[config.mk]
export PLATFORM = sky130hd
export DESIGN_NAME = sha1_message_digest
export DESIGN_NICKNAME = d
export VERILOG_FILES = /design/src/smd_pkg.sv /design/src/sha1_message_digest.sv
export VERILOG_INCLUDE_DIRS = /design/src /design/src/src
export SDC_FILE = /design/constraint.sdc
export NUM_CORES = 2
export LEC_CHECK = 0
export BUFFER_PORTS_ARGS = -buffer_cell sky130_fd_sc_hd__buf_2
export CORE_MARGIN = 10
export CORE_UTILIZATION = 63
export DETAILED_ROUTE_END_ITERATION = 12
export GPL_TIMING_DRIVEN = 0
export PLACE_DENSITY = 0.79
export SLEW_MARGIN = 20
export SYNTH_ARGS = -nofsm -noshare
export SYNTH_HDL_FRONTEND = slang
export SYNTH_SLANG_ARGS = --single-unit
[constraint.sdc]
create_clock -name clk -period 22.6 [get_ports clk]
set_input_delay 2.26 -clock clk [delete_from_list [all_inputs] [get_ports clk]]
set_output_delay 2.26 -clock clk [all_outputs]
set_load 0.005 [all_outputs]
[src/sha1_message_digest_macros.svh]
// ----------------------------------------------------------------------------
// SHA-1 message digest: assertion macros
// Shorthand for the concurrent checks used in the digest block. The macros
// expect signals named clk and rst_n in the module that uses them.
// ----------------------------------------------------------------------------
`ifndef SHA1_MESSAGE_DIGEST_MACROS_SVH
`define SHA1_MESSAGE_DIGEST_MACROS_SVH

// Consequent must hold in the same cycle as the antecedent.
`define SMD_ASSERT_NOW(lbl, ante, cons, msg) \
  lbl: assert property (@(posedge clk) disable iff (!rst_n) (ante) |-> (cons)) \
    else $error(msg);

// Consequent must hold in the cycle after the antecedent.
`define SMD_ASSERT_NEXT(lbl, ante, cons, msg) \
  lbl: assert property (@(posedge clk) disable iff (!rst_n) (ante) |=> (cons)) \
    else $error(msg);

`endif

[src/smd_pkg.sv]
// ----------------------------------------------------------------------------
// SHA-1 message digest package
// Constants and small helper functions of the SHA-1 compression.
// ----------------------------------------------------------------------------
`timescale 1ns / 1ps

package smd_pkg;

  localparam int unsigned CHAIN_WORDS = 5;
  localparam int unsigned BLOCK_WORDS = 16;
  localparam int unsigned ROUNDS      = 80;

  localparam logic [31:0] INIT_H [CHAIN_WORDS] = '{
    32'h67452301, 32'hEFCDAB89, 32'h98BADCFE, 32'h10325476, 32'hC3D2E1F0
  };

  localparam logic [31:0] K0 = 32'h5A827999;
  localparam logic [31:0] K1 = 32'h6ED9EBA1;
  localparam logic [31:0] K2 = 32'h8F1BBCDC;
  localparam logic [31:0] K3 = 32'hCA62C1D6;

  localparam logic [7:0] PAD_MARK = 8'h80;

  function automatic logic [31:0] rotl1(input logic [31:0] v);
    return {v[30:0], v[31]};
  endfunction

  function automatic logic [31:0] rotl5(input logic [31:0] v);
    return {v[26:0], v[31:27]};
  endfunction

  function automatic logic [31:0] rotl30(input logic [31:0] v);
    return {v[1:0], v[31:2]};
  endfunction

  // Round constant and round function by round number.
  function automatic logic [31:0] round_k(input logic [6:0] r);
    logic [31:0] k;
    if (r < 7'd20) begin
      k = K0;
    end else if (r < 7'd40) begin
      k = K1;
    end else if (r < 7'd60) begin
      k = K2;
    end else begin
      k = K3;
    end
    return k;
  endfunction

  function automatic logic [31:0] round_f(input logic [6:0] r, input logic [31:0] b,
                                          input logic [31:0] c, input logic [31:0] d);
    logic [31:0] f;
    if (r < 7'd20) begin
      f = (b & c) | (~b & d);
    end else if (r < 7'd40 || r >= 7'd60) begin
      f = b ^ c ^ d;
    end else begin
      f = (b & c) | (b & d) | (c & d);
    end
    return f;
  endfunction

endpackage

[src/sha1_message_digest.sv]
// ----------------------------------------------------------------------------
// SHA-1 message digest
// Byte-serial SHA-1 engine with the message block and the chaining words held
// in small synchronous memories and one compression round per cycle.
// ----------------------------------------------------------------------------
// Usage: message bytes arrive on the in_ channel, one per beat. in_tuser set
// means in_tdata carries a message byte; in_tlast closes the message, with or
// without a byte of its own. A beat with neither flag does nothing.
// A byte that does not complete a 64-byte block is stored and the input stays
// ready. A byte that completes one is accepted and then the working variables
// are loaded from the chaining memory, the 80 rounds run in the single round
// unit and the result is added back into that memory; the input waits until
// that is done.
// The closing beat pads the block (a set-up step, then one memory write per
// remaining word), runs one or two compressions and then emits h0 to h4 on the
// out_ channel, each word read from the chaining memory, summed and then held,
// with out_tlast on h4. The input stays stalled until h4 has been taken; a
// stalled receiver simply holds the current word.
// After reset, and after each digest, the chaining words read as the initial
// values and the byte count is zero; no clearing pass is needed.
// ----------------------------------------------------------------------------
`timescale 1ns / 1ps

`include "sha1_message_digest_macros.svh"

module sha1_message_digest
  import smd_pkg::*;
(
  input  logic        clk,
  input  logic        rst_n,
  input  logic        in_tvalid,
  output logic        in_tready,
  input  logic [7:0]  in_tdata,   // [7:0] data_byte
  input  logic        in_tuser,   // [0] byte_valid
  input  logic        in_tlast,   // end_of_message
  output logic        out_tvalid,
  input  logic        out_tready,
  output logic [31:0] out_tdata,  // [31:0] digest_word
  output logic        out_tlast   // final_word
);

  typedef enum logic [3:0] {
    S_IDLE, S_LOAD, S_ROUND, S_UPD, S_PAD_START, S_PAD, S_OUT_RD, S_OUT_LD, S_OUT_WAIT
  } state_t;

  localparam logic [2:0] LAST_STEP = 3'(CHAIN_WORDS);
  localparam logic [2:0] LAST_WORD = 3'(CHAIN_WORDS - 1);
  localparam logic [6:0] LAST_RND  = 7'(ROUNDS - 1);
  localparam logic [3:0] LAST_BLKW = 4'(BLOCK_WORDS - 1);
  localparam logic [3:0] LEN_HI_W  = 4'(BLOCK_WORDS - 2);

  // Memories
  logic [31:0] blk_mem   [BLOCK_WORDS];
  logic [31:0] chain_mem [CHAIN_WORDS];
  logic [31:0] blk_q_r;
  logic [31:0] chain_q_r;

  // Control and payload registers
  state_t      state_r, state_nxt;
  logic [60:0] count_r, count_nxt;
  logic [31:0] wbuf_r, wbuf_nxt;
  logic [2:0]  step_r, step_nxt;
  logic [6:0]  round_r, round_nxt;
  logic [31:0] v_r  [CHAIN_WORDS];
  logic [31:0] v_nxt [CHAIN_WORDS];
  logic [31:0] sr_r  [BLOCK_WORDS];
  logic [31:0] sr_nxt [BLOCK_WORDS];
  logic [2:0]  chain_ra_q_r;
  logic        fresh_r, fresh_nxt;
  logic        end_pend_r, end_pend_nxt;
  logic        in_pad_r, in_pad_nxt;
  logic        len_blk_r, len_blk_nxt;
  logic        final_r, final_nxt;
  logic [3:0]  pad_idx_r, pad_idx_nxt;
  logic        pad_first_r, pad_first_nxt;
  logic [2:0]  out_idx_r, out_idx_nxt;
  logic        out_valid_r, out_valid_nxt;
  logic [31:0] out_data_r, out_data_nxt;
  logic        out_last_r, out_last_nxt;

  // Memory port controls
  logic        blk_we;
  logic [3:0]  blk_wa;
  logic [31:0] blk_wd;
  logic [3:0]  blk_ra;
  logic        chain_we;
  logic [2:0]  chain_ra;

  // Datapath
  logic [1:0]  pos;
  logic [4:0]  pos_sh;
  logic [31:0] word_new;
  logic [31:0] mark_word;
  logic [31:0] pad_word;
  logic [31:0] chain_val;
  logic [31:0] chain_sum;
  logic [31:0] w_cur;
  logic [31:0] t_sum;

  assign pos    = count_r[1:0];
  assign pos_sh = {pos, 3'b000};

  // Bytes sit big-endian in the word: the first byte of a word is its top byte.
  assign word_new  = (wbuf_r & ~(32'hFF000000 >> pos_sh)) | ({in_tdata, 24'h000000} >> pos_sh);
  assign mark_word = (wbuf_r & ~(32'hFFFFFFFF >> pos_sh)) | ({PAD_MARK, 24'h000000} >> pos_sh);

  always_comb begin
    if (pad_first_r) begin
      pad_word = mark_word;
    end else if (len_blk_r && pad_idx_r == LEN_HI_W) begin
      pad_word = count_r[60:29];
    end else if (len_blk_r && pad_idx_r == LAST_BLKW) begin
      pad_word = {count_r[28:0], 3'b000};
    end else begin
      pad_word = 32'h00000000;
    end
  end

  // The chaining words read as the initial values until a compression writes them.
  assign chain_val = fresh_r ? INIT_H[chain_ra_q_r] : chain_q_r;
  assign chain_sum = chain_val + v_r[chain_ra_q_r];

  assign w_cur = (round_r < 7'(BLOCK_WORDS)) ? blk_q_r
                 : rotl1(sr_r[13] ^ sr_r[8] ^ sr_r[2] ^ sr_r[0]);
  assign t_sum = rotl5(v_r[0]) + round_f(round_r, v_r[1], v_r[2], v_r[3]) + v_r[4]
                 + round_k(round_r) + w_cur;

  assign in_tready  = (state_r == S_IDLE);
  assign out_tvalid = out_valid_r;
  assign out_tdata  = out_data_r;
  assign out_tlast  = out_last_r;

  always_comb begin
    state_nxt     = state_r;
    count_nxt     = count_r;
    wbuf_nxt      = wbuf_r;
    step_nxt      = step_r;
    round_nxt     = round_r;
    v_nxt         = v_r;
    sr_nxt        = sr_r;
    fresh_nxt     = fresh_r;
    end_pend_nxt  = end_pend_r;
    in_pad_nxt    = in_pad_r;
    len_blk_nxt   = len_blk_r;
    final_nxt     = final_r;
    pad_idx_nxt   = pad_idx_r;
    pad_first_nxt = pad_first_r;
    out_idx_nxt   = out_idx_r;
    out_valid_nxt = out_valid_r;
    out_data_nxt  = out_data_r;
    out_last_nxt  = out_last_r;
    blk_we        = 1'b0;
    blk_wa        = count_r[5:2];
    blk_wd        = word_new;
    blk_ra        = 4'd0;
    chain_we      = 1'b0;
    chain_ra      = 3'd0;

    case (state_r)
      S_IDLE: begin
        if (in_tvalid) begin
          if (in_tuser) begin
            wbuf_nxt  = word_new;
            count_nxt = count_r + 61'd1;
            blk_we    = (pos == 2'd3);
            if (count_r[5:0] == 6'd63) begin
              state_nxt    = S_LOAD;
              step_nxt     = 3'd0;
              end_pend_nxt = in_tlast;
              in_pad_nxt   = 1'b0;
              final_nxt    = 1'b0;
            end else if (in_tlast) begin
              end_pend_nxt = 1'b1;
              state_nxt    = S_PAD_START;
            end
          end else if (in_tlast) begin
            end_pend_nxt = 1'b1;
            state_nxt    = S_PAD_START;
          end
        end
      end

      S_LOAD: begin
        chain_ra = (step_r < LAST_STEP) ? step_r : 3'd0;
        if (step_r != 3'd0) begin
          v_nxt[chain_ra_q_r] = chain_val;
        end
        if (step_r == LAST_STEP) begin
          state_nxt = S_ROUND;
          round_nxt = 7'd0;
          step_nxt  = 3'd0;
        end else begin
          step_nxt = step_r + 3'd1;
        end
      end

      S_ROUND: begin
        // Prefetch the next message word for the first sixteen rounds.
        blk_ra = round_r[3:0] + 4'd1;
        for (int i = 0; i < BLOCK_WORDS - 1; i++) begin
          sr_nxt[i] = sr_r[i + 1];
        end
        sr_nxt[BLOCK_WORDS - 1] = w_cur;
        v_nxt[4] = v_r[3];
        v_nxt[3] = v_r[2];
        v_nxt[2] = rotl30(v_r[1]);
        v_nxt[1] = v_r[0];
        v_nxt[0] = t_sum;
        if (round_r == LAST_RND) begin
          round_nxt = 7'd0;
          if (final_r) begin
            state_nxt   = S_OUT_RD;
            out_idx_nxt = 3'd0;
          end else begin
            state_nxt = S_UPD;
            step_nxt  = 3'd0;
          end
        end else begin
          round_nxt = round_r + 7'd1;
        end
      end

      S_UPD: begin
        // Read one word ahead while the previous one is written back.
        chain_ra = (step_r < LAST_STEP) ? step_r : 3'd0;
        chain_we = (step_r != 3'd0);
        if (step_r == LAST_STEP) begin
          step_nxt  = 3'd0;
          fresh_nxt = 1'b0;
          if (!end_pend_r) begin
            state_nxt = S_IDLE;
          end else if (in_pad_r) begin
            state_nxt     = S_PAD;
            pad_idx_nxt   = 4'd0;
            pad_first_nxt = 1'b0;
            len_blk_nxt   = 1'b1;
          end else begin
            state_nxt = S_PAD_START;
          end
        end else begin
          step_nxt = step_r + 3'd1;
        end
      end

      S_PAD_START: begin
        pad_idx_nxt   = count_r[5:2];
        pad_first_nxt = 1'b1;
        len_blk_nxt   = (count_r[5:3] != 3'b111);
        in_pad_nxt    = 1'b1;
        state_nxt     = S_PAD;
      end

      S_PAD: begin
        blk_we        = 1'b1;
        blk_wa        = pad_idx_r;
        blk_wd        = pad_word;
        pad_first_nxt = 1'b0;
        if (pad_idx_r == LAST_BLKW) begin
          state_nxt = S_LOAD;
          step_nxt  = 3'd0;
          final_nxt = len_blk_r;
        end else begin
          pad_idx_nxt = pad_idx_r + 4'd1;
        end
      end

      S_OUT_RD: begin
        chain_ra  = out_idx_r;
        state_nxt = S_OUT_LD;
      end

      S_OUT_LD: begin
        out_data_nxt  = chain_sum;
        out_last_nxt  = (out_idx_r == LAST_WORD);
        out_valid_nxt = 1'b1;
        state_nxt     = S_OUT_WAIT;
      end

      S_OUT_WAIT: begin
        if (out_tready) begin
          out_valid_nxt = 1'b0;
          if (out_idx_r == LAST_WORD) begin
            state_nxt    = S_IDLE;
            fresh_nxt    = 1'b1;
            count_nxt    = 61'd0;
            end_pend_nxt = 1'b0;
            in_pad_nxt   = 1'b0;
            final_nxt    = 1'b0;
          end else begin
            out_idx_nxt = out_idx_r + 3'd1;
            state_nxt   = S_OUT_RD;
          end
        end
      end

      default: begin
        state_nxt = S_IDLE;
      end
    endcase
  end

  always_ff @(posedge clk) begin
    if (!rst_n) begin
      state_r     <= S_IDLE;
      count_r     <= 61'd0;
      step_r      <= 3'd0;
      round_r     <= 7'd0;
      fresh_r     <= 1'b1;
      end_pend_r  <= 1'b0;
      in_pad_r    <= 1'b0;
      len_blk_r   <= 1'b0;
      final_r     <= 1'b0;
      pad_idx_r   <= 4'd0;
      pad_first_r <= 1'b0;
      out_idx_r   <= 3'd0;
      out_valid_r <= 1'b0;
      out_last_r  <= 1'b0;
    end else begin
      state_r     <= state_nxt;
      count_r     <= count_nxt;
      step_r      <= step_nxt;
      round_r     <= round_nxt;
      fresh_r     <= fresh_nxt;
      end_pend_r  <= end_pend_nxt;
      in_pad_r    <= in_pad_nxt;
      len_blk_r   <= len_blk_nxt;
      final_r     <= final_nxt;
      pad_idx_r   <= pad_idx_nxt;
      pad_first_r <= pad_first_nxt;
      out_idx_r   <= out_idx_nxt;
      out_valid_r <= out_valid_nxt;
      out_last_r  <= out_last_nxt;
    end
    wbuf_r       <= wbuf_nxt;
    v_r          <= v_nxt;
    sr_r         <= sr_nxt;
    out_data_r   <= out_data_nxt;
    chain_ra_q_r <= chain_ra;
  end

  // Message block memory: one write port, one registered read port.
  always_ff @(posedge clk) begin
    if (blk_we) begin
      blk_mem[blk_wa] <= blk_wd;
    end
    blk_q_r <= blk_mem[blk_ra];
  end

  // Chaining memory: written at the word read in the previous cycle.
  always_ff @(posedge clk) begin
    if (chain_we) begin
      chain_mem[chain_ra_q_r] <= chain_sum;
    end
    chain_q_r <= chain_mem[chain_ra];
  end

  `SMD_ASSERT_NOW(a_no_overlap, in_tready, !out_tvalid, "input taken while a digest word is pending")
  `SMD_ASSERT_NEXT(a_digest_done, out_tvalid && out_tready && out_tlast, in_tready && fresh_r && count_r == 61'd0, "block not returned to its initial state after the digest")
  `SMD_ASSERT_NOW(a_round_range, state_r == S_ROUND, round_r <= LAST_RND, "round counter beyond the last round")
  `SMD_ASSERT_NEXT(a_chain_written, state_r == S_UPD && step_r == LAST_STEP, !fresh_r, "chaining words still marked initial after an update")

endmodule

# Yosys cells after proc, flatten, opt, wreduce, memory -nomap -nowiden
# Memories as Yosys holds them, arrays and structs flattened. A register that Yosys moved wholly into a read port is not among the register bits.
# Cells that the tools add are included.
[totals]
inputBits = 14
wordCells = 248
mem_bits_ro = 256
out_inout_bits = 35
n_memories = 3
mem_bits_rw = 672
latch_bits = 0
regBits = 829
[mem_list]
columns = ["name", "words", "word_bits", "read_ports", "rd_ports_with_merged_regs", "wr", "line", "source"]
rows = [
  ["blk_mem", 16, 32, 1, 1, 1, "sha1_message_digest.sv:53", "logic [31:0] blk_mem [BLOCK_WORDS];"],
  ["(name not given)", 8, 32, 1, 0, 0, "sha1_message_digest.sv:120", "assign chain_val = fresh_r ? INIT_H[chain_ra_q_r] : chain_q_r;"],
  ["chain_mem", 5, 32, 1, 1, 1, "sha1_message_digest.sv:54", "logic [31:0] chain_mem [CHAIN_WORDS];"],
]
[op_classes]
eq_ne = 32
n_shift = 4
add_sub_neg = 11
div_mod_pow = 0
n_bitwise = 20
multipliers = 0
n_lt_le_gt_ge = 8
mux = 100
reduce_logical = 32
[ops]
columns = ["operator", "count"]
rows = [
  ["$mux W32", 15],
  ["$pmux W160 S2", 1],
  ["$mux W61", 4],
  ["$and A32 B32 Y32", 6],
  ["$add A32 B32 Y32", 5],
  ["$bwmux W160", 1],
  ["$mux W160", 1],
  ["$or A32 B32 Y32", 5],
  ["$xor A32 B32 Y32", 5],
  ["$pmux W61 S2", 1],
  ["$bmux W32 S3", 1],
  ["$demux W32 S3", 1],
  ["$not A32 Y32", 3],
  ["$shr A32 B5 Y32 const A", 3],
  ["$add A61 B1 Y61 const B", 1],
  ["$mux W4", 15],
  ["$mux W3", 15],
  ["$pmux W4 S9", 1],
  ["$shr A32 B5 Y32", 1],
  ["$mux W31", 1],
  ["$mux W1", 28],
  ["$ne A2 B2 Y1 const B", 14],
  ["$eq A4 B3 Y1 const B", 4],
  ["$reduce_and A4 Y1", 4],
  ["38 further kinds", 71],
]

# Depth between registers and ports, before layout
[logic_depth]
depth_word = 10
depth_mapped = 23
depth_no_buf = 22

# Worst setup path before layout
# Ideal clock, no wire load.
[synth_timing]
path_kind = "register to register"
from = "register state_r[3]"
to = "register sr_r[0] (netlist bit), enable pin"
required_ps = 21524
path_slack_ps = 6136
period_less_slack_ps = 16464
arrival_ps = 15388
setup_ps = 1076
stages_incl_launch_ff = 8
path_buffers = 4
cell_sequence = "dfxtp_1 -> buf_2 -> nor2_1 -> nand2_1 -> inv_1 -> clkbuf_1 -> clkbuf_1 -> clkbuf_1"
[synth_via]
elab_chain_len = 1
[synth_lines]
columns = ["element", "line", "source"]
rows = [
  ["start: declaration", "sha1_message_digest.sv:59", "state_t state_r, state_nxt;"],
  ["start signal: assignment", "sha1_message_digest.sv:319", "state_r <= state_nxt;"],
  ["$eq A4 B2 Y1", "sha1_message_digest.sv:159", "case (state_r)"],
  ["end signal: assignment", "sha1_message_digest.sv:336", "sr_r <= sr_nxt;"],
  ["end: declaration", "sha1_message_digest.sv:66", "logic [31:0] sr_r [BLOCK_WORDS];"],
]
# Every way passes these cells.
# A chain may end at the register's enable or synchronous reset.

==> key figures <==
Clocking
  – Worst skew pair latency: 0.77 ns
  – Clk root buf: clkbuf_16
  – Clk sinks: between 1.5k and 2k
  – H-tree levels: 4
  – Clock Pin Slew Worst Setup and Hold Paths: ~0.060 ns
  – Num CTS Buffers: between 150 and 200
  – Post-CTS Setup Repair Bufs: 0
  – Post-cts repair resize count: 0
  – CTS tree: yes
  – Buffers from clock root to sink, at most: 3
  – Hold buffer count at cts: 0

Route
  – Residual DRC count: 0
  – DR WL/cell: 26.3 µm
  – DRT iter0 DRCs: between 6k and 7k
  – Vias: roughly 42k
  – 1st-pass router iterations: 6
  – Antenna Nets Post-Route: 0
  – Via density: between 6 and 7
  – Post-Route WL: around 170 mm

Placed design
  – Post-DP HPWL: ~120 mm
  – Port Buffers: 47
  – Setup WS pre-CTS: 15.16 ns
  – Post-DP Area: approximately 0.070 mm²
  – GP Congestion: approximately 0.97

STA
  – Final period utilization: between 30% and 40%
  – Highest clock rate: 0.129 GHz
  – Max-slew headroom: roughly 14%
  – Fin. Hold Viols: 0
  – Crit path time final: between 7 and 8 ns
  – RSZ-0062 raised after global routing: false
  – Final WS setup: 14.83 ns
  – Fin Setup TNS: 0 ns
  – # setup viols final: 0
  – Hold WS: slightly above 0.4 ns
  – Worst-Margin Slew: 1.29 ns
  – Setup Skew: a little over 0.02 ns
  – Slew Viols, Final: 0

Pwr
  – P_leak: 26.4 nW
  – Power Dens Cells: between 100 and 150 mW/mm²
  – IR drop worst, VDD: ~85 µV

Setup path
  – WS Path Type: flip-flop to flip-flop
  – CP endpoint kind: flip-flop
  – Critical Path AT: slightly above 8 ns
  – Cells along the critical path: clkbuf_1, a41oi_2, nand2_1, inv_1, a21oi_1, clkbuf_1, a221oi_1, fa_1, fa_1, inv_1, ha_1, a211oi_1, o211ai_1, a41oi_1, a21boi_2, o31ai_1, a2111oi_1, a21oi_1, xnor2_1, o22ai_1
  – Slowest stage delay, CP: 0.84 ns
  – Crit-path max FO: 11
  – CP Launch Type: flip-flop
  – Slowest-stage cell, CP: clkbuf_1
  – Data required time of the worst path: between 20 and 25 ns

Die
  – Die Span Y: 345 µm
  – Total core area: 0.105 mm²
  – Initial Util: a little over three fifths
  – Die area: 0.119 mm²
  – I/O pins: between 40 and 50
  – Die width: 345 µm
  – Cell row count: roughly 120

Global routing
  – Gr usage total: between 20 and 30%
  – Largest net degree at the start of global routing: 57
  – Overflow after GRT: 0
  – Initial antenna violation count: 3
  – Vias in the first global route: between 40k and 50k
  – First-pass GRT wire length: approximately 260 mm

Outcome
  – Outcome: finished clean

Yosys
  – Synth Instances: about 4.8k
  – Post-synthesis sequential area ratio: between 60% and 70%
  – Register bit count reported by yosys: around 1.6k
  – Syn Area/Cell: 13.8 µm²
  – Ys Warns: 0
  – Ys async rst share: 0%
  – Predominant post-synthesis flop cell: edfxtp_1
  – Post-synth cell types: 74
  – Synth Net Count: 5,050
  – Post-synthesis instance area: around 0.067 mm²
  – Number of synthesized flops with an enable pin: 1,408

Run
  – Max-cap violations: 0

Final layout
  – Layout cell share with drive strength beyond 1: around 8.4%
  – Final net count: roughly 5.3k
  – Final Cell Area: between 0.07 and 0.08 mm²
  – Area growth from synthesis to layout: 12.7%
  – Filler cells: around 6.7k
  – Finished Core Util: between 70% and 80%

Hold path
  – HP Class: flip-flop to flip-flop
## final timing paths
check,from,endpoint,slack (ns),cells after the start
setup reg to reg,round_r[4],v_r[158],14.83,20
hold / removal,sr_r[172],sr_r[204],0.41,0
hold reg to reg,sr_r[172],sr_r[204],0.41,0
setup / recovery,round_r[4],v_r[158],14.83,20
## sequential cells by signal (all words and copies together) (netlist names), 61 cells and up
register and count:
blk_mem 512, sr_r 512, chain_mem 160, v_r 160
count_r 61
## cell usage after synthesis (36+ instances only)
cell type	number	area [µm²]
edfxtp_1	1408	42300
nand2_1	616	2310
inv_1	334	1250
o21ai_0	274	1370
nor2_1	215	807
clkbuf_1	183	687
mux2i_1	168	1680
dfxtp_1	157	3140
xnor2_1	146	1280
a21oi_1	134	671
fa_1	121	2420
nor2b_1	82	513
nand3_1	80	400
ha_1	79	988
a311oi_1	71	622
a211oi_1	67	503
a22oi_1	60	450
nor3_1	53	265
xor2_1	52	455
a22o_1	46	403
o21a_1	46	345
o22ai_1	43	269
mux4_2	36	811
## logic make-up after synthesis
kind of cell | count (synthesis) | synth area share (%)
AOI/OAI and AO/OA | 927 | 9.23
xor gates and xnor gates | 198 | 2.60
adders and majority gates | 200 | 5.12
buffers and inverters | 557 | 3.17
DFF | 1565 | 68.2
muxes | 206 | 3.78
and+or+nand+nor | 1183 | 7.86
## power by group
group	internal, W	total, W	switching (W)
combinational	0.000922	0.00289	0.00197
sequential	0.00375	0.00389	0.000132
clock	0.00147	0.00258	0.00111
## cell usage in the layout, fill, tap and decap left out, types with 67 or more instances in the layout
cell       Yosys  layout
edfxtp_1    1408    1408
nor2_1       215     191
nand2_1      616     616
dfxtp_1      157     157
o21ai_0      274     271
nor2b_1       82      82
clkbuf_1     183     217
a21oi_1      134     130
mux2i_1      168     168
inv_1        334     334
clkbuf_16      0     160
fa_1         121     121
ha_1          79      79
xnor2_1      146     146
a211oi_1      67      67
nand3_1       80      80
## stage by stage
stage                     std cells  power [W]
after global placement         6274    0.00679
final                          6609    0.00936
after CTS                      6608    0.00927
after global routing           6608    0.00972
after detailed placement       6323    0.00668
after floorplan                4836    0.00586
## area by class of cell
class	instances	area, µm²	share of cell area [%]
Multi-Input combinational cell	2714	19400	25.8
Buffer	222	862	1.15
Antenna cell	1	2.50	0.00333
Sequential cell	1565	45400	60.5
Timing Repair Buffer	96	1320	1.75
Clock inverter	82	843	1.12
Inverter	335	1260	1.68
Tap cell	1391	1740	2.32
Clock buffer	203	4250	5.66
## routing by layer
metal,share of wire (%),GRT usage [%],vias up
met5,0.021,0,-
met4,4.2,11.9,6
met3,12,7.15,458
met2,46,43.6,2824
met1,38,39.2,20800
li1,-,-,18300
## critical path: cells and delay by family, from the launching register on
kind                     cells  cell delay [ns]
AO/OA/AOI/OAI               11             3.45
buffers and inverters        4             1.43
adder cells (fa/ha/maj)      3             1.37
AND/OR/NAND/NOR              1             0.46
XOR/XNOR                     1             0.44
flip-flops                   1             0.31
Note: power is estimated with default switching activity, not from simulation.
